File: src/rtl/core/prtl_ram.sv
// Generic single-write, single-read RAM with a registered read port.
module prtl_ram #(
  parameter int WIDTH = 8,
  parameter int DEPTH = 32
) (
  input  logic                                        clk,
  input  logic                                        wr_en,
  input  logic [((DEPTH > 1) ? $clog2(DEPTH) : 1)-1:0] wr_addr,
  input  logic [WIDTH-1:0]                            wr_data,
  input  logic                                        rd_en,
  input  logic [((DEPTH > 1) ? $clog2(DEPTH) : 1)-1:0] rd_addr,
  output logic [WIDTH-1:0]                            rd_data
);

  logic [WIDTH-1:0] mem [DEPTH];

  always_ff @(posedge clk) begin
    if (wr_en) begin
      mem[wr_addr] <= wr_data;
    end
    if (rd_en) begin
      rd_data <= mem[rd_addr];
    end
  end

endmodule

File: config.mk
export PLATFORM = sky130hd
export DESIGN_NAME = prtl_ram
export DESIGN_NICKNAME = d
export VERILOG_FILES = /design/src/rtl/core/prtl_ram.sv
export SDC_FILE = /design/constraint.sdc
export NUM_CORES = 1
export LEC_CHECK = 0
export ABC_CLOCK_PERIOD_IN_PS = 4900
export BUFFER_PORTS_ARGS = -buffer_cell sky130_fd_sc_hd__clkbuf_2
export CAP_MARGIN = 30
export CORE_MARGIN = 2
export CORE_UTILIZATION = 45
export CTS_CLUSTER_SIZE = 28
export DETAILED_ROUTE_END_ITERATION = 8
export PLACE_DENSITY_LB_ADDON = 0.3
export SETUP_SLACK_MARGIN = 0.02
export SYNTH_ARGS = -nofsm -noshare
export SYNTH_HDL_FRONTEND = slang
export SYNTH_SLANG_ARGS = --single-unit
File: constraint.sdc
create_clock -name clk -period 4.9 [get_ports clk]
set_input_delay 1.47 -clock clk [delete_from_list [all_inputs] [get_ports clk]]
set_output_delay 1.47 -clock clk [all_outputs]
set_load 0.1 [all_outputs]
After elaboration in Yosys (flattened, before gate mapping)
Memories as Yosys holds them, arrays and structs flattened. A register that Yosys moved wholly into a read port is not among the register bits.
Cells that the tools add are included.

word-level totals
  output and inout bits = 8
  memories kept = 1
  bits in writable memories = 256
  input port bits = 21
  register bits after elaboration = 0
  word-level logic and storage cells = 3

memories
  name  depth  bits a word  rd ports  clocked after Yosys merged registers in  wr ports  RTL line  text
  mem   32     8            1         1                                        1         15        logic [WIDTH-1:0] mem [DEPTH];

operators by class
  multiplexer cells = 2

operators by type and width
  cell               count
  1-bit two-way mux  2

Longest topological paths before layout
  depth after elaboration = 2
  mapped depth = 5
  mapped depth without buffers = 3

Worst setup path before layout
Ideal clock, no wire load.

  kind = input-to-reg
  from = in rd_addr[2] (netlist bit)
  to = reg rd_data[0], read port of mem (data pin)
  buffers on the path = 2
  data required time = 4640 ps
  arrival = 3152 ps
  slack = 1488 ps
  library setup time = 260 ps
  stages = 5
  cell sequence = clkbuf_1 clkbuf_1 mux4_2 mux4_2 mux2_2

RTL lines
  item             RTL line  text
  start, declared  11        input logic [((DEPTH > 1) ? $clog2(DEPTH) : 1)-1:0] rd_addr,
  end, declared    12        output logic [WIDTH-1:0] rd_data

==> impl_metrics.toml <==
[run_status]
status = "finished clean"

[global_routing]
antenna_found_initial = 0
grt_pass1_vias = 4573
grt_pass1_wl_mm = 30.6
grt_overflow = 0
grt_max_degree = 65
grt_usage_pct = 17.7

[finish]
layout.area.seq_um2 = 7930
final_util_pct = 52.2
syn_to_final_growth_pct = 13.0
drive_above_1_share_pct = 33.9
nNetsFinal = 478
multiInputGateArea_um2 = 2100
final_cells = 755
fillerInstances = 1605
postLayoutCellArea_um2 = 11500
num_antenna_cells = 0

[clock_tree]
clkLatencyLatePin_ps = 530
cts_resized = 0
post_cts_buffers = 0
cts_buffers = 25
tritoncts = "yes"
clockBufferDepth = 3
clkSinkCount = 264
path_clk_slew_ps = 60
htreeDepth = 1
cts-root-buf = "clkbuf_16"
postCtsHoldBufs = 0

[place]
io_buffer_count = 28
post_dp_cell_area_um2 = 10600
dp.cells = 709
pre_cts_ws_ps = 1080
dp_hpwl_mm = 12.9
place_congestion = 0.808

[floorplanning]
die_y_um = 154
die_area_um2 = 23700
start_util_pct = 46.1
core-area_um2 = 22000
die_w_um = 154
io_pins = 29
row_count = 54

[min_path]
hold_class = "flip-flop to flip-flop"

[setup_path]
required_ps = 5170
cp_cell_sequence = "buf_4, buf_12, mux4_2, mux4_2, mux2_2"
cp_max_fo = 28
worst_path_most_repeated_cell = "mux4_2"
arrival_ps = 3530
crit_type = "primary input to flip-flop"
slowest_delay_ps = 590
cpMaxStageDelayCell = "mux4_2"
endpoint_kind = "flip-flop"
startpoint_type = "primary input"
r2r_slack_ps = 2920

[routing]
drc = 0
routed_wl_mm = 20.5
wl_met2_mm = 9.66
via_per_inst = 5.93
wl_met1_mm = 9.21
topRoutingLayerUsed = "met4"
antenna_left = 0
drt_iter0_markers = 420
first_pass_iters = 5
met3_length_mm = 1.31
wire_per_inst_um = 27.2
vias = 4475

[timing]
setup_slack_ps = 1640
setup_viol = 0
clock_skew_ps = 17.1
maxSlewHeadroom_pct = 35.8
setup_tns_ps = 0
period_share_pct = 66.6
rsz0062_at_grt = "no"
drv_slew = 0
whs_ps = 989
hold_viol_final = 0
tightest_slew_ps = 960
period_needed_ps = 3260
clock.fmax_ghz = 0.307

[logic_synthesis]
synth_warnings = 0
synth_seq_cells = 264
ys_seq_area_share_pct = 78.2
synth_nets = 438
syn_area_per_cell_um2 = 24.3
synth_cells = 417
syn-cell-area_um2 = 10100
ys_types = 14

[power]
powerDensity_nw_per_um2 = 424
p_leak_nw = 3.55
power_mw = 4.86
peakVddDrop_mv = 0.232

[run]
max_cap_violations = 0
==> placed cells by master (no fill, tap or decap), types with 4 or more instances in the layout <==
cell | Yosys | final
buf_4 | 6 | 4
bufinv_16 | 0 | 6
clkbuf_16 | 0 | 25
clkbuf_2 | 0 | 27
clkinv_1 | 0 | 5
clkinv_2 | 0 | 4
edfxtp_1 | 264 | 264
mux2_2 | 8 | 8
mux4_2 | 80 | 80
nand3b_1 | 5 | 5
nor2_1 | 33 | 33
==> sequential cells by signal, indices dropped and copies added, names as in the netlist <==
name     cells
mem        256
rd_data      8
==> logic make-up after synthesis <==
logic type | after synthesis | share of synthesized area [%]
muxes | 88 | 18.7
buffers and inverters | 20 | 1.05
and+or+nand+nor | 45 | 2.05
DFF | 264 | 78.2
==> routing by layer <==
layer,vias to the layer above,GRT usage (%)
met2,179,26.8
met3,27,3.02
met4,0,4.18
met1,2407,27.5
li1,1862,-
met5,-,0
==> critical path, delay by kind of cell <==
| kind | cells | cell delay (ps) |
|---|---|---|
| buffers and inverters | 2 | 590 |
| muxes | 3 | 1420 |
==> report_power, final <==
group	total [mW]	internal, mW	switching, mW
clock network	2.05	1.25	0.802
logic	0.277	0.0993	0.177
registers	2.53	2.52	0.0123
total	4.86	3.87	0.992
==> path summary, 6_finish.rpt <==
kind	end	cells past startpoint	start
max reg2reg	rd_data[5]	3	mem[31][5]
max	rd_data[5]	5	rd_addr[0]
min	rd_data[6]	3	mem[19][6]
min reg2reg	rd_data[6]	3	mem[19][6]
==> final cells by class <==
class / instances / share of cell area (%)
Clock buffer: 28 / 5.56
Clock inverter: 17 / 2.05
Tap cell: 280 / 3.06
Sequential cell: 264 / 69.2
Timing Repair Buffer: 33 / 1.79
Multi-Input combinational cell: 133 / 18.3
==> Yosys cell counts <==
cell type | instances | area share (%)
or3b_2 | 3 | 0.26
edfxtp_1 | 264 | 78
nand3_1 | 2 | 0.099
mux2_2 | 8 | 0.89
or3_1 | 1 | 0.062
nand2_1 | 1 | 0.037
mux4_2 | 80 | 18
clkbuf_1 | 6 | 0.22
buf_4 | 6 | 0.44
nor2_1 | 33 | 1.2
nand3b_1 | 5 | 0.37
buf_1 | 6 | 0.22
buf_2 | 1 | 0.049
buf_6 | 1 | 0.11
Power figures use the tool's default switching activity.
