$ cat config.mk
export PLATFORM = sky130hd
export DESIGN_NAME = prtl_scan
export DESIGN_NICKNAME = d
export VERILOG_FILES = /design/src/rtl/core/prtl_pkg.sv /design/src/rtl/core/prtl_scan.sv
export SDC_FILE = /design/constraint.sdc
export NUM_CORES = 1
export LEC_CHECK = 0
export BUFFER_PORTS_ARGS = -buffer_cell sky130_fd_sc_hd__buf_2
export CELL_PAD_IN_SITES_DETAIL_PLACEMENT = 1
export CELL_PAD_IN_SITES_GLOBAL_PLACEMENT = 1
export CORE_AREA = 3 3 248 250
export DETAILED_ROUTE_END_ITERATION = 12
export DIE_AREA = 0 0 251 253
export PLACE_DENSITY = 0.68
export SYNTH_ARGS = -nofsm -noshare
export SYNTH_HDL_FRONTEND = slang
export SYNTH_SLANG_ARGS = --single-unit
$ cat constraint.sdc
create_clock -name clk -period 38.7 [get_ports clk]
set_input_delay 0 -clock clk [delete_from_list [all_inputs] [get_ports clk]]
set_output_delay 0 -clock clk [all_outputs]
set_load 0.02 [all_outputs]
$ cat src/rtl/core/prtl_pkg.sv
// Shared types, codes and sizes for the prefix route table lookup block.
package prtl_pkg;

  localparam int MAX_ROUTES = 32;
  localparam int IDX_W      = (MAX_ROUTES > 1) ? $clog2(MAX_ROUTES) : 1;
  localparam int CNT_W      = $clog2(MAX_ROUTES + 1);

  localparam logic [1:0] MODE_CLEAR   = 2'd0;
  localparam logic [1:0] MODE_APPEND  = 2'd1;
  localparam logic [1:0] MODE_IFACE   = 2'd2;
  localparam logic [1:0] MODE_GATEWAY = 2'd3;

  localparam logic [2:0] ST_DONE     = 3'd0;
  localparam logic [2:0] ST_FULL     = 3'd1;
  localparam logic [2:0] ST_NO_ROUTE = 3'd2;
  localparam logic [2:0] ST_IFACE    = 3'd3;
  localparam logic [2:0] ST_VIA      = 3'd4;
  localparam logic [2:0] ST_DEST     = 3'd5;

  localparam logic [7:0] V4_PLEN_MAX = 8'd32;
  localparam logic [7:0] V6_PLEN_MAX = 8'd128;
  localparam logic [63:0] V4_HI_MASK = {32'hFFFF_FFFF, 32'h0};

  typedef struct packed {
    logic [1:0]  mode;
    logic        is_v6;
    logic [63:0] addr_hi;
    logic [63:0] addr_lo;
    logic [7:0]  prefix_len;
    logic [15:0] metric;
    logic [63:0] net_id;
    logic [3:0]  iface;
    logic [63:0] via_hi;
    logic [63:0] via_lo;
    logic [31:0] local_addr;
    logic [31:0] local_mask;
  } in_item_t;

  typedef struct packed {
    logic [2:0]  status;
    logic [3:0]  out_iface;
    logic [63:0] gw_hi;
    logic [63:0] gw_lo;
  } out_item_t;

  // One stored route, as held in a single memory word.
  typedef struct packed {
    logic [3:0]  iface;
    logic [15:0] metric;
    logic [7:0]  plen;
    logic        v6;
    logic [63:0] target_hi;
    logic [63:0] target_lo;
    logic [63:0] via_hi;
    logic [63:0] via_lo;
    logic [63:0] net_id;
  } route_t;

  localparam int ROUTE_W = $bits(route_t);

  typedef struct packed {
    logic        start;
    logic        v6;
    logic [63:0] dhi;
    logic [63:0] dlo;
    logic        any_iface;
    logic [3:0]  want;
  } scan_req_t;

  typedef struct packed {
    logic        done;
    logic        found;
    logic [3:0]  iface;
    logic [63:0] via_hi;
    logic [63:0] via_lo;
  } scan_res_t;

endpackage

$ cat src/rtl/core/prtl_scan.sv
// Route scan engine: reads stored routes one per cycle and keeps the best match.
module prtl_scan import prtl_pkg::*; (
  input  logic             clk,
  input  logic             rst,
  input  scan_req_t        req_in,
  input  logic [CNT_W-1:0] count,
  output logic             rd_en,
  output logic [IDX_W-1:0] rd_addr,
  input  route_t           rd_data,
  output scan_res_t        res
);

  logic             busy;
  logic [CNT_W-1:0] ptr;
  logic             rvalid;
  scan_req_t        req;

  logic        best_found;
  logic [7:0]  best_plen;
  logic [15:0] best_metric;
  logic [63:0] best_net_id;
  logic [3:0]  best_iface;
  logic [63:0] best_via_hi;
  logic [63:0] best_via_lo;

  logic [7:0]  plen_cap;
  logic [63:0] mask_hi;
  logic [63:0] mask_lo;
  logic        pfx_hit;
  logic        fam_ok;
  logic        iface_ok;
  logic        better;
  logic        take;

  assign rd_en   = busy && (ptr != count);
  assign rd_addr = ptr[IDX_W-1:0];

  // Match and ranking of the entry that the memory returned this cycle.
  always_comb begin
    plen_cap = rd_data.plen;
    if (!rd_data.v6 && (rd_data.plen > V4_PLEN_MAX)) begin
      plen_cap = V4_PLEN_MAX;
    end else if (rd_data.v6 && (rd_data.plen > V6_PLEN_MAX)) begin
      plen_cap = V6_PLEN_MAX;
    end
    for (int b = 0; b < 64; b++) begin
      mask_hi[b] = (63 - b) < int'(plen_cap);
      mask_lo[b] = (127 - b) < int'(plen_cap);
    end
    pfx_hit  = (((req.dhi ^ rd_data.target_hi) & mask_hi) == 64'd0) &&
               (((req.dlo ^ rd_data.target_lo) & mask_lo) == 64'd0);
    fam_ok   = (rd_data.v6 == req.v6);
    iface_ok = req.any_iface ? (rd_data.iface != 4'd0) : (rd_data.iface == req.want);
    // Strict ordering, so an equal route keeps the earlier one.
    better   = !best_found ||
               (rd_data.plen > best_plen) ||
               ((rd_data.plen == best_plen) && (rd_data.metric < best_metric)) ||
               ((rd_data.plen == best_plen) && (rd_data.metric == best_metric) &&
                (rd_data.net_id < best_net_id));
    take     = rvalid && fam_ok && iface_ok && pfx_hit && better;
  end

  always_ff @(posedge clk) begin
    if (rst) begin
      busy       <= 1'b0;
      ptr        <= '0;
      rvalid     <= 1'b0;
      best_found <= 1'b0;
    end else begin
      rvalid <= rd_en;
      if (req_in.start) begin
        busy       <= 1'b1;
        ptr        <= '0;
        best_found <= 1'b0;
      end else if (busy) begin
        if (rd_en) begin
          ptr <= ptr + CNT_W'(1);
        end
        if (take) begin
          best_found <= 1'b1;
        end
        if (!rd_en && !rvalid) begin
          busy <= 1'b0;
        end
      end
    end
  end

  always_ff @(posedge clk) begin
    if (req_in.start) begin
      req <= req_in;
    end
    if (take) begin
      best_plen   <= rd_data.plen;
      best_metric <= rd_data.metric;
      best_net_id <= rd_data.net_id;
      best_iface  <= rd_data.iface;
      best_via_hi <= rd_data.via_hi;
      best_via_lo <= rd_data.via_lo;
    end
  end

  always_comb begin
    res.done   = busy && !rd_en && !rvalid;
    res.found  = best_found;
    res.iface  = best_iface;
    res.via_hi = best_via_hi;
    res.via_lo = best_via_lo;
  end

endmodule

**After elaboration in Yosys (flattened, before gate mapping)**

Cells that the tools add are included.

- Add/subtract/negate cells: 1
- Order comparisons: 133
- Eq/ne operators: 5
- Multiplexer cells: 6
- Bitwise gates (word level): 4
- Reductions and logical operators: 27

Operators with widths:

| cell | number |
|---|---|
| $lt A7 B8 Y1 const A | 64 |
| $lt A6 B8 Y1 const A | 32 |
| $and A64 B64 Y64 | 2 |
| $logic_not A64 Y1 | 2 |
| $lt A5 B8 Y1 const A | 16 |
| $xor A64 B64 Y64 | 2 |
| $lt A4 B8 Y1 const A | 8 |
| $lt A64 B64 Y1 | 1 |
| $lt A3 B8 Y1 const A | 4 |
| $eq A16 B16 Y1 | 1 |
| $lt A1 B8 Y1 const A | 2 |
| $lt A16 B16 Y1 | 1 |
| $lt A2 B8 Y1 const A | 2 |
| $mux W8 | 2 |
| $logic_and A1 B1 Y1 | 14 |
| $eq A8 B8 Y1 | 1 |
| $gt A8 B6 Y1 const B | 1 |
| $gt A8 B8 Y1 | 1 |
| $gt A8 B8 Y1 const B | 1 |
| $add A6 B1 Y6 const B | 1 |
| $ne A6 B6 Y1 | 1 |
| $eq A4 B4 Y1 | 1 |
| $logic_not A1 Y1 | 4 |
| $mux W1 | 4 |
| other kinds (5) | 8 |

- Register bits after elaboration: 363
- Bits of input ports: 492
- Output and inout port bits: 140
- Word-level logic and storage cells: 191

**Longest topological paths before layout**

Gate-level depths: netlist of the first run.

- Depth in word-level cells: 11
- Gate-level depth with buffers: 11
- Depth with buffers taken out: 10

**Worst setup path before layout of the first run**

Ideal clock, no wire load.

- Path kind: register -> register
- Start point: reg req[115] in the netlist's numbering
- End point: reg best_iface[0] (enable)
- Setup time: 874 ps
- Arrival time: 12,590 ps
- Required time: 37,826 ps
- Slack: 25,236 ps
- Cell stages (with the launch flop): 9
- Path buffers: 0
- Clock period less this slack: 13,464 ps
- Path through: edfxtp_1 > xor2_1 > a2111oi_2 > nor3_1 > a2111oi_4 > nand4_1 > a2111oi_2 > nand4_1 > a21oi_1

- Cells in the longest elaborated chain, start to end: 6

Ends and longest elaborated chain:

| item | RTL line | RTL |
|---|---|---|
| start: declaration | prtl_scan.sv:16 | `scan_req_t req;` |
| start signal: assignment | prtl_scan.sv:91 | `req <= req_in;` |
| $xor A64 B64 Y64 | prtl_scan.sv:50 | `pfx_hit = (((req.dhi ^ rd_data.target_hi) & mask_hi) == 64'd0) &&` |
| $and A64 B64 Y64 | prtl_scan.sv:50 |  |
| $logic_not A64 Y1 | prtl_scan.sv:50 |  |
| $logic_and A1 B1 Y1 | prtl_scan.sv:50 |  |
| $logic_and A1 B1 Y1 (2 in a row) | prtl_scan.sv:60 | `take = rvalid && fam_ok && iface_ok && pfx_hit && better;` |
| net take | prtl_scan.sv:33 | `logic take;` |
| end signal: assignment | prtl_scan.sv:97 | `best_iface <= rd_data.iface;` |
| end: declaration | prtl_scan.sv:22 | `logic [3:0] best_iface;` |

The timed path passes the listed nets, and every way through them passes these cells.
A chain may end at the register's enable or synchronous reset.

**Worst setup path after layout of the first run**

- Start point: in rd_data[328] in the netlist's numbering
- End point: reg best_via_hi[16] (enable)

- Cells in the longest elaborated chain, start to end: 10
- Elaborated cells on any way between the ends: 149
- Those cells by class: order compare (131); eq/ne (1); mux (2); bitwise (2); reduce/logical (13)

Ends and longest elaborated chain:

| item | RTL line | RTL |
|---|---|---|
| start: declaration | prtl_scan.sv:9 | `input route_t rd_data,` |
| $gt A8 B8 Y1 | prtl_scan.sv:43 | `end else if (rd_data.v6 && (rd_data.plen > V6_PLEN_MAX)) begin` |
| $logic_and A1 B1 Y1 | prtl_scan.sv:43 |  |
| $mux W8 | prtl_scan.sv:43 |  |
| $mux W8 | prtl_scan.sv:41 | `if (!rd_data.v6 && (rd_data.plen > V4_PLEN_MAX)) begin` |
| $lt A6 B8 Y1 (tied with other cells) | prtl_scan.sv:47 | `mask_hi[b] = (63 - b) < int'(plen_cap);` |
| $and A64 B64 Y64, on equally long branches | prtl_scan.sv:50, prtl_scan.sv:51 |  |
| $logic_not A64 Y1, on equally long branches | prtl_scan.sv:50, prtl_scan.sv:51 |  |
| $logic_and A1 B1 Y1 | prtl_scan.sv:50 |  |
| $logic_and A1 B1 Y1 | prtl_scan.sv:60 |  |
| $logic_and A1 B1 Y1 * | prtl_scan.sv:60 |  |
| net take | prtl_scan.sv:33 |  |
| end signal: assignment | prtl_scan.sv:98 | `best_via_hi <= rd_data.via_hi;` |
| end: declaration | prtl_scan.sv:23 | `logic [63:0] best_via_hi;` |

Mark *: on every way through the listed nets, which the timed path passes. The rest lies on a longest branch.

==> flow_metrics.py, run 1 <==
metrics = {
    "synthesis": {
        "syn-cell-area_um2": 16400,
        "synth_edf_count": 354,
        "syn-instance-count": 1170,
        "syn_nets": 1750,
        "synth.most_common_cell": "edfxtp_1",
        "ys_top_cells_by_count": "edfxtp_1, inv_1, ha_1",
        "yosysSeqAreaShare": 0.658,
        "ys_types": 72,
        "avgSynthCellArea_um2": 14.0,
        "async_reset_ff_frac": 0,
        "synth-seq-cells": 363,
        "netlist.top_cell.by_area": "edfxtp_1",
        "synthFlopType": "edfxtp_1",
        "ys_warn_count": 0,
        "synth.area.top_cells": "edfxtp_1, ha_1, xnor2_1, xor2_1, inv_1",
        "synth_top_cell_area_share": 0.647,
    },
    "drt": {
        "vias": 14305,
        "wl_mm": 73.7,
        "final_antenna_net_count": 0,
        "via_per_inst": 4.78,
        "drtIter0Drc": 819,
        "wl_per_cell_um": 24.6,
        "drt-pass1-iter-count": 5,
        "drc": 0,
    },
    "setup_path": {
        "cp_cell_sequence": "dlygate4sd3_1 > buf_2 > a2bb2oi_1 > o211ai_1 > a21oi_1 > a2111oi_0 > a31oi_1 > a2111oi_2 > nand4_1 > a21oi_4 > buf_4 > buf_4 > buf_4",
        "worst-path-buf-inv": 5,
        "slowest_stage": "o211ai_1",
        "end_kind": "flop",
        "reg2reg_from": "best_metric[6]$_DFFE_PP_",
        "slowest_delay_ns": 0.89,
        "crit_family": "buffers and inverters",
        "arrival_ns": 6.92,
        "critPathMostFrequentCell": "buf_4",
        "cp-start-kind": "primary input",
        "crit_type": "primary input to flop",
        "crit_start": "rd_data[328]",
        "required_ns": 38.88,
        "worstPathMaxFanout": 75,
    },
    "run": {
        "drv_cap": 0,
    },
    "finish": {
        "nets": 2758,
        "fin_cells": 2995,
        "syn2layout_area_growth_pct": 54.5,
        "nFillCells": 6401,
        "layout-drive-gt1-share": 0.322,
    },
    "floorplanning": {
        "core_area_um2": 59200,
        "rows": 89,
        "die_w_um": 251,
        "ioPinCount": 632,
        "die_height_um": 253,
        "die_area_um2": 63500,
        "initial_core_util": 0.277,
    },
    "global_routing": {
        "gr-usage-all-layers": 0.224,
        "grt_max_degree": 77,
        "use_met1": 0.241,
        "antenna_found_initial": 17,
        "busiest_layer": "met2",
        "grt_pass1_vias": 15960,
        "grt-ovfl-total": 0,
        "grt_pass1_wl_mm": 105,
        "met3_usage": 0.0431,
        "met2_usage": 0.427,
    },
    "timing": {
        "finalSetupTns_ns": 0,
        "setup_slack_ns": 31.97,
        "worst_pin_slew_ns": 1.09,
        "whs_ns": 0.108,
        "hold_violations": 0,
        "rsz0062_at_grt": "no",
        "drv_slew": 0,
        "maxSlewHeadroom": 0.270,
        "timing.final.crit_share": 0.174,
        "setup_viol": 0,
        "fmax_mhz": 148,
        "min_period_ns": 6.73,
        "skew_ns": 0.0170,
    },
    "clock_network": {
        "cts_setup_buffers": 0,
        "cts_tree": "built",
        "clock_latency_ns": 0.57,
        "cts-root-buf": "clkbuf_16",
        "ctsLongestPathBuffers": 3,
        "cts_buffers": 43,
        "clock_sinks": 363,
        "clk_pin_slew_ns": 0.06,
        "cts_max_level": 2,
        "ctsResizeCount": 0,
    },
    "pwr": {
        "p_int_uw": 729,
        "seq_power_share": 0.462,
        "ir_drop_v": 0.0000251,
        "p_leak_nw": 10.5,
        "power.clock.fraction": 0.402,
        "p_switching_uw": 245,
        "pwr_density_cell_nw_per_um2": 38.3,
        "combinationalPowerShare": 0.135,
        "netSwitchingFraction": 0.252,
        "finalPower_uw": 974,
    },
    "worst_hold_path": {
        "hold_start": "count[1]",
        "hp-class": "primary input to flop",
    },
    "placement": {
        "dpl.cell_count": 2548,
        "io_buffers": 631,
        "gp_congestion": 0.901,
        "post-dp-hpwl_mm": 49.9,
        "dp_worst_setup_slack_ns": 32.08,
    },
    "status": {
        "status": "finished clean",
    },
}
-- worst register-to-register path, delay by kind of cell (launching register included) --
kind	cells	cell delay [ns]
AOI/OAI and AO/OA	4	1.77
and+or+nand+nor	3	0.63
adders and majority gates	1	0.31
buffers and inverters	4	2.65
DFF	1	0.34
-- state kept, by name (all words and copies together), names as in the netlist --
signal,cells
best_plen,8
req,134
busy,1
best_via_hi,64
ptr,6
best_via_lo,64
best_iface,4
best_found,1
rvalid,1
best_net_id,64
best_metric,16
-- timing repair --
| item | 4_1_cts | 5_1_grt |
|---|---|---|
| endpoints found under the setup margin | 0 | 0 |
| hold endpoints to repair | 437 | 0 |
| hold buffers | 358 | 0 |
-- stage by stage --
| stage | utilization | area [um^2] |
|---|---|---|
| finish | 0.429 | 25400 |
| global route | 0.429 | 25400 |
| CTS | 0.428 | 25400 |
| detailed placement | 0.346 | 20500 |
| global placement | 0.346 | 20500 |
| floorplan | - | 16400 |
-- worst paths after layout --
kind | slack (ns) | depth (start not counted) | end
min | 0.11 | 4 | rvalid$_SDFF_PP0_
max reg2reg | 32.55 | 12 | best_via_hi[16]$_DFFE_PP_
max | 31.97 | 13 | best_via_hi[16]$_DFFE_PP_
min reg2reg | 0.48 | 2 | busy$_SDFF_PP0_
-- power by group through the flow --
stage,registers [mW],clock network [mW],logic [mW]
after global routing,0.451,0.418,0.141
after detailed placement,0.458,0,0.0987
after CTS,0.450,0.399,0.129
final,0.450,0.392,0.132
after floorplan,0.457,0,0.0425
after global placement,0.458,0,0.0966
-- routing by layer --
metal,up-vias,routed length (um)
met4,2,2900
li1,6469,-
met2,661,39200
met1,7043,27000
met3,130,4490
met5,-,12
-- logic make-up (layout without fill, tap and decap cells) --
kind of cell,count (synthesis),in the layout,synth area share
AO/OA/AOI/OAI,242,242,0.0993
XOR/XNOR,144,144,0.0767
adder cells (fa/ha/maj),88,88,0.0670
buffers and inverters,129,1165,0.0318
flip-flops,363,363,0.658
multiplexers,1,1,0.000609
other,0,16,0
AND/OR/NAND/NOR,203,203,0.0668
-- cell type report --
class,instances,area (um^2),area share
flip-flops and latches,363,10800,0.426
repair buffers,996,6800,0.268
multi-input cells,678,5120,0.201
clock buffers,54,1120,0.0440
well taps,773,967,0.0381
inverters,96,360,0.0142
clock inverters,19,181,0.00714
diodes,16,40.0,0.00158
-- cells in the final DEF (no fill, tap or decap), types with 6 or more instances in the layout --
cell type | Yosys | final
a2111oi_0 | 9 | 8
a211oi_1 | 8 | 8
a21o_1 | 29 | 29
a21oi_1 | 71 | 70
a22oi_1 | 7 | 7
a31oi_1 | 13 | 13
buf_2 | 7 | 630
buf_4 | 6 | 7
clkbuf_1 | 16 | 11
clkbuf_16 | 0 | 43
clkinv_2 | 0 | 6
dfxtp_1 | 9 | 9
diode_2 | 0 | 16
dlygate4sd3_1 | 0 | 358
edfxtp_1 | 354 | 354
ha_1 | 88 | 88
inv_1 | 96 | 96
nand2_1 | 31 | 31
nand3_1 | 19 | 19
nand4_1 | 31 | 31
nor2_1 | 38 | 38
nor2b_1 | 11 | 11
nor3_1 | 21 | 21
nor4_1 | 14 | 14
o211ai_1 | 11 | 11
o21ai_0 | 35 | 35
o22ai_1 | 10 | 10
xnor2_1 | 82 | 82
xor2_1 | 62 | 62
(Power assumes the default switching activity.)
==> run 2: changes to the inputs <==
--- a/config.mk
+++ b/config.mk
@@ -8,10 +8,10 @@
 export BUFFER_PORTS_ARGS = -buffer_cell sky130_fd_sc_hd__buf_2
 export CELL_PAD_IN_SITES_DETAIL_PLACEMENT = 1
 export CELL_PAD_IN_SITES_GLOBAL_PLACEMENT = 1
-export CORE_AREA = 3 3 248 250
+export CORE_AREA = 3 3 241 243
 export DETAILED_ROUTE_END_ITERATION = 12
-export DIE_AREA = 0 0 251 253
-export PLACE_DENSITY = 0.68
+export DIE_AREA = 0 0 244 246
+export PLACE_DENSITY = 0.73
 export SYNTH_ARGS = -nofsm -noshare
 export SYNTH_HDL_FRONTEND = slang
 export SYNTH_SLANG_ARGS = --single-unit
==> constraint.sdc (replaced) <==
create_clock -name clk -period 6.1 [get_ports clk]
set_input_delay 0 -clock clk [delete_from_list [all_inputs] [get_ports clk]]
set_output_delay 0 -clock clk [all_outputs]
set_load 0.02 [all_outputs]
==> run 2 against run 1 <==
Critical path depth down 2. Largest power group unchanged. Clock skew is 0.0049 ns higher. Wire length grew 5.6%. Critical path type unchanged.
==> flow_metrics.py, run 2 (synthesis gave the netlist of run 1 again) <==
metrics = {
    "status": {
        "status": "finished clean",
    },
    "drt": {
        "wl_per_cell_um": 26.2,
        "drc": 0,
        "vias": 14614,
        "via_per_inst": 4.93,
        "final_antenna_net_count": 0,
        "wl_mm": 77.8,
        "drtIter0Drc": 957,
        "drt-pass1-iter-count": 5,
    },
    "floorplanning": {
        "die_w_um": 244,
        "initial_core_util": 0.293,
        "ioPinCount": 632,
        "core_area_um2": 56200,
        "die_area_um2": 60000,
        "die_height_um": 246,
        "rows": 87,
    },
    "placement": {
        "io_buffers": 631,
        "place_area_um2": 20500,
        "dpl.cell_count": 2530,
        "gp_congestion": 0.915,
        "post-dp-hpwl_mm": 53.0,
    },
    "global_routing": {
        "met2_usage": 0.465,
        "grt_max_degree": 76,
        "busiest_layer": "met2",
        "grt_pass1_wl_mm": 110,
        "use_met1": 0.264,
        "grt_pass1_vias": 16257,
        "antenna_found_initial": 7,
        "grt-ovfl-total": 0,
        "met3_usage": 0.0518,
        "gr-usage-all-layers": 0.251,
    },
    "clock_network": {
        "clock_latency_ns": 0.55,
        "cts_tree": "built",
        "ctsLongestPathBuffers": 3,
        "ctsResizeCount": 0,
        "clk_pin_slew_ns": 0.06,
        "cts_max_level": 2,
        "clock_sinks": 363,
        "holdBufCountCts": 356,
        "cts_setup_buffers": 0,
        "cts-root-buf": "clkbuf_16",
        "cts_buffers": 42,
    },
    "finish": {
        "syn2layout_area_growth_pct": 54.9,
        "top_register": "req",
        "nFillCells": 6056,
        "largest_register_ffs": 134,
        "mostFrequentLayoutCells": "buf_2, dlygate4sd3_1, edfxtp_1",
        "nets": 2754,
        "stdcell_area_um2": 25500,
        "ff_latch_area_um2": 10800,
        "multi_input_area_um2": 5150,
        "layout-drive-gt1-share": 0.324,
        "fin_cells": 2965,
        "final_common_cell": "buf_2",
    },
    "timing": {
        "finalSetupTns_ns": 0,
        "min_period_ns": 5.04,
        "whs_ns": 0.0689,
        "maxSlewHeadroom": 0.202,
        "timing.final.crit_share": 0.826,
        "fmax_mhz": 199,
        "worst_pin_slew_ns": 1.19,
        "drv_slew": 0,
        "setup_viol": 0,
        "rsz0062_at_grt": "no",
        "hold_violations": 0,
        "skew_ns": 0.0219,
    },
    "setup_path": {
        "crit_type": "primary input to flop",
        "cp-start-kind": "primary input",
        "worstPathMaxFanout": 34,
        "arrival_ns": 5.22,
        "required_ns": 6.29,
        "end_kind": "flop",
        "r2r_cells": 10,
    },
    "worst_hold_path": {
        "hold_depth": 1,
        "hp-class": "primary input to flop",
    },
    "pwr": {
        "seq_power_share": 0.452,
        "p_leak_nw": 10.5,
        "ir_drop_v": 0.000227,
        "power.clock.fraction": 0.414,
        "netSwitchingFraction": 0.245,
        "p_int_mw": 4.77,
        "combinationalPowerShare": 0.134,
        "pwr_density_cell_nw_per_um2": 248,
        "p_switching_mw": 1.55,
        "finalPower_mw": 6.32,
    },
    "run": {
        "drv_cap": 0,
    },
}
run 2: changes by cell type in the layout (fill, tap and decap cells not counted), sizes merged, moves of 2 or more:
cell,delta
dlygate4sd3,-2
clkinvlp,+2
diode,-11
bufinv,+4
clkbuf,-5
run 2: stage by stage:
step / setup slack (ns) / util
finish: 1.06 / 0.453
global route: 0.858 / 0.453
CTS: 1.20 / 0.453
detailed placement: 1.26 / 0.365
global placement: 1.45 / 0.365
floorplan: 0.00151 / -
run 2: path summary, 6_finish.rpt:
path,from,endpoint,slack (ns)
max,rd_data[328],best_via_lo[18]$_DFFE_PP_,1.06
min,rd_data[324],best_plen[3]$_DFFE_PP_,0.07
max reg2reg,best_metric[3]$_DFFE_PP_,best_via_lo[18]$_DFFE_PP_,1.50
min reg2reg,busy$_SDFF_PP0_,busy$_SDFF_PP0_,0.49
run 2: area by class of cell:
cell class,instances,area share
multi-input cells,678,0.202
inverters,96,0.0142
flip-flops and latches,363,0.425
well taps,756,0.0371
repair buffers,993,0.267
clock inverters,25,0.0109
clock buffers,49,0.0431
diodes,5,0.000491
run 2: metal layers:
metal  routed length [um]  share of wire
met2                40200           0.52
met1                27400           0.35
met5                   49        0.00063
met3                 5110          0.066
met4                 5050          0.065
run 2: worst max-delay path, cell delays in order:
cell	delay, ns
dlygate4sd3_1	0.60
buf_2	0.52
a2bb2oi_1	0.38
o211ai_1	0.83
a21oi_1	0.14
nor4_1	0.49
nand4_1	0.26
a2111oi_2	0.43
nand4_1	0.27
a21oi_4	0.69
buf_4	0.55
run 2: power groups by stage:
stage | logic [mW] | clock network, mW | registers, mW
finish | 0.844 | 2.62 | 2.86
global route | 0.902 | 2.78 | 2.87
CTS | 0.822 | 2.65 | 2.86
detailed placement | 0.625 | 0 | 2.91
global placement | 0.613 | 0 | 2.91
floorplan | 0.272 | 0 | 2.90
==> run 3: changes to the inputs <==
--- a/config.mk
+++ b/config.mk
@@ -8,10 +8,10 @@
 export BUFFER_PORTS_ARGS = -buffer_cell sky130_fd_sc_hd__buf_2
 export CELL_PAD_IN_SITES_DETAIL_PLACEMENT = 1
 export CELL_PAD_IN_SITES_GLOBAL_PLACEMENT = 1
-export CORE_AREA = 3 3 241 243
+export CORE_AREA = 3 3 242 244
 export DETAILED_ROUTE_END_ITERATION = 12
-export DIE_AREA = 0 0 244 246
-export PLACE_DENSITY = 0.73
+export DIE_AREA = 0 0 245 247
+export PLACE_DENSITY = 0.7
 export SYNTH_ARGS = -nofsm -noshare
 export SYNTH_HDL_FRONTEND = slang
 export SYNTH_SLANG_ARGS = --single-unit
==> constraint.sdc (replaced) <==
create_clock -name clk -period 5.25 [get_ports clk]
set_input_delay 0 -clock clk [delete_from_list [all_inputs] [get_ports clk]]
set_output_delay 0 -clock clk [all_outputs]
set_load 0.02 [all_outputs]
==> run 3 against run 2 <==
Sequential share of layout area fell by 0.15 points. Register-to-register slack worse by 0.21 ns. Clock skew grew 0.0041 ns. Die area up 0.82%. Design area increased by 0.36%. Setup slack got worse by 0.23 ns. Non-clock buffer count grew 10. Via count decreased by 1.3%. Global-route usage shrank 1.4 points.
==> flow_metrics.py, run 3 (synthesis gave the netlist of run 1 again) <==
metrics = {
    "setup_path": {
        "cp_cell_sequence": "dlygate4sd3_1 > buf_2 > o311ai_1 > a31oi_1 > a2111oi_0 > a31oi_1 > a2111oi_2 > nand4_1 > a21oi_4 > buf_12 > buf_12",
        "r2r_cells": 11,
        "worst-path-buf-inv": 4,
        "cp-start-kind": "primary input",
        "end_kind": "flop",
        "required_ns": 5.49,
        "reg2reg_from": "best_metric[5]$_DFFE_PP_",
        "slowest_stage": "o311ai_1",
        "crit_type": "primary input to flop",
        "slowest_delay_ns": 1.16,
        "worstPathMaxFanout": 40,
        "crit_start": "rd_data[323]",
        "path_depth": 11,
        "arrival_ns": 4.66,
        "crit_family": "compound AO/OA/AOI/OAI gates",
    },
    "timing": {
        "hold_violations": 0,
        "worst_pin_slew_ns": 1.30,
        "fmax_mhz": 226,
        "timing.final.crit_share": 0.842,
        "setup_viol": 0,
        "skew_ns": 0.0260,
        "maxSlewHeadroom": 0.119,
        "drv_slew": 0,
        "min_period_ns": 4.42,
        "rsz0062_at_grt": "no",
    },
    "pwr": {
        "p_leak_nw": 10.6,
        "power.clock.fraction": 0.403,
        "netSwitchingFraction": 0.243,
        "p_int_mw": 5.45,
        "p_switching_mw": 1.75,
        "combinationalPowerShare": 0.136,
        "pwr_density_cell_nw_per_um2": 282,
        "seq_power_share": 0.461,
        "ir_drop_v": 0.000211,
        "finalPower_mw": 7.21,
    },
    "global_routing": {
        "use_met1": 0.255,
        "grt_max_degree": 74,
        "met3_usage": 0.0479,
        "antenna_found_initial": 11,
        "gr-usage-all-layers": 0.237,
        "met2_usage": 0.461,
        "busiest_layer": "met2",
        "grt_pass1_wl_mm": 107,
        "grt-ovfl-total": 0,
        "grt_pass1_vias": 16247,
    },
    "drt": {
        "vias": 14426,
        "final_antenna_net_count": 0,
        "drt-pass1-iter-count": 6,
        "drc": 0,
        "drtIter0Drc": 754,
        "via_per_inst": 4.84,
        "wl_mm": 73.8,
        "wl_per_cell_um": 24.8,
    },
    "placement": {
        "io_buffers": 631,
        "post-dp-hpwl_mm": 50.4,
        "gp_congestion": 0.959,
        "place_area_um2": 20600,
    },
    "finish": {
        "ff_latch_area_um2": 10800,
        "stdcell_area_um2": 25600,
        "top_register": "req",
        "syn2layout_area_growth_pct": 55.5,
        "mostFrequentLayoutCells": "buf_2, dlygate4sd3_1, edfxtp_1",
        "multi_input_area_um2": 5150,
        "layout-drive-gt1-share": 0.325,
        "final_common_cell": "buf_2",
        "nets": 2765,
        "largest_register_ffs": 134,
        "utilization": 0.452,
        "nFillCells": 6037,
    },
    "floorplanning": {
        "die_area_um2": 60500,
        "rows": 87,
        "die_height_um": 247,
        "ioPinCount": 632,
        "die_w_um": 245,
        "core_area_um2": 56500,
        "initial_core_util": 0.291,
    },
    "clock_network": {
        "clock_sinks": 363,
        "ctsResizeCount": 0,
        "ctsLongestPathBuffers": 3,
        "clock_latency_ns": 0.55,
        "cts-root-buf": "clkbuf_16",
        "cts_buffers": 43,
        "clk_pin_slew_ns": 0.06,
        "cts_tree": "built",
        "cts_max_level": 2,
    },
    "worst_hold_path": {
        "hp-class": "primary input to flop",
        "hold_start": "count[5]",
        "hold_depth": 4,
    },
    "status": {
        "status": "finished clean",
    },
    "run": {
        "drv_cap": 0,
    },
}
run 3: changes by cell type in the layout (fill, tap and decap cells not counted), sizes merged:
cell / change
inv: -1
diode: +6
buf: +9
clkbuf: +4
bufinv: -2
clkinv: -2
clkinvlp: -1
dlygate4sd3: +1
run 3: worst register-to-register path, cell delays in order, from the launching register on:
cell	delay (ns)
edfxtp_1	0.33
inv_1	0.05
ha_1	0.32
nand4_1	0.12
a2111oi_0	0.45
nand4_1	0.16
a211oi_1	0.45
nor4bb_1	0.27
o2111ai_1	0.34
a21oi_4	0.59
buf_12	0.29
buf_12	0.28
run 3: routing by layer:
metal  vias up  part of all wire
li1       6474                 -
met4         2             0.033
met5         -           0.00018
met1      7162              0.36
met3       125             0.060
met2       663              0.54
run 3: cell type report:
type                            instances  share of cell area
Antenna cell                           11             0.00108
Clock buffer                           53              0.0436
Clock inverter                         19             0.00764
Inverter                               96              0.0141
Multi-Input combinational cell        678               0.202
Sequential cell                       363               0.423
Tap cell                              756              0.0370
Timing Repair Buffer                 1003               0.272
run 3: repair_timing:
item	CTS	global route
hold buffers	357	0
setup endpoints to repair	0	0
setup buffers	0	0
endpoints found under the hold margin	416	0
run 3: path summary, 6_finish.rpt:
path,slack (ns),end
max,0.83,best_metric[8]$_DFFE_PP_
min,0.13,rvalid$_SDFF_PP0_
max reg2reg,1.29,best_metric[8]$_DFFE_PP_
min reg2reg,0.55,best_found$_SDFFE_PP0P_
run 3: power by group through the flow:
stage / combinational [mW] / sequential, mW / clock [mW]
final: 0.980 / 3.32 / 2.90
after global routing: 1.05 / 3.33 / 3.08
after CTS: 0.961 / 3.32 / 2.95
after detailed placement: 0.732 / 3.38 / 0
after global placement: 0.720 / 3.38 / 0
after floorplan: 0.316 / 3.37 / 0
run 3: per-stage QoR:
step           std cells  hold WS [ns]  setup slack (ns)  TNS [ns]
3_3_place_gp        2539         0.177             0.981         0
6_report            2979         0.131             0.831         0
2_1_floorplan       1170        0.0691            -0.828   -182.10
5_1_grt             2976         0.129             0.601         0
3_5_place_dp        2539         0.178              1.02         0
4_1_cts             2968        0.0784             0.999         0
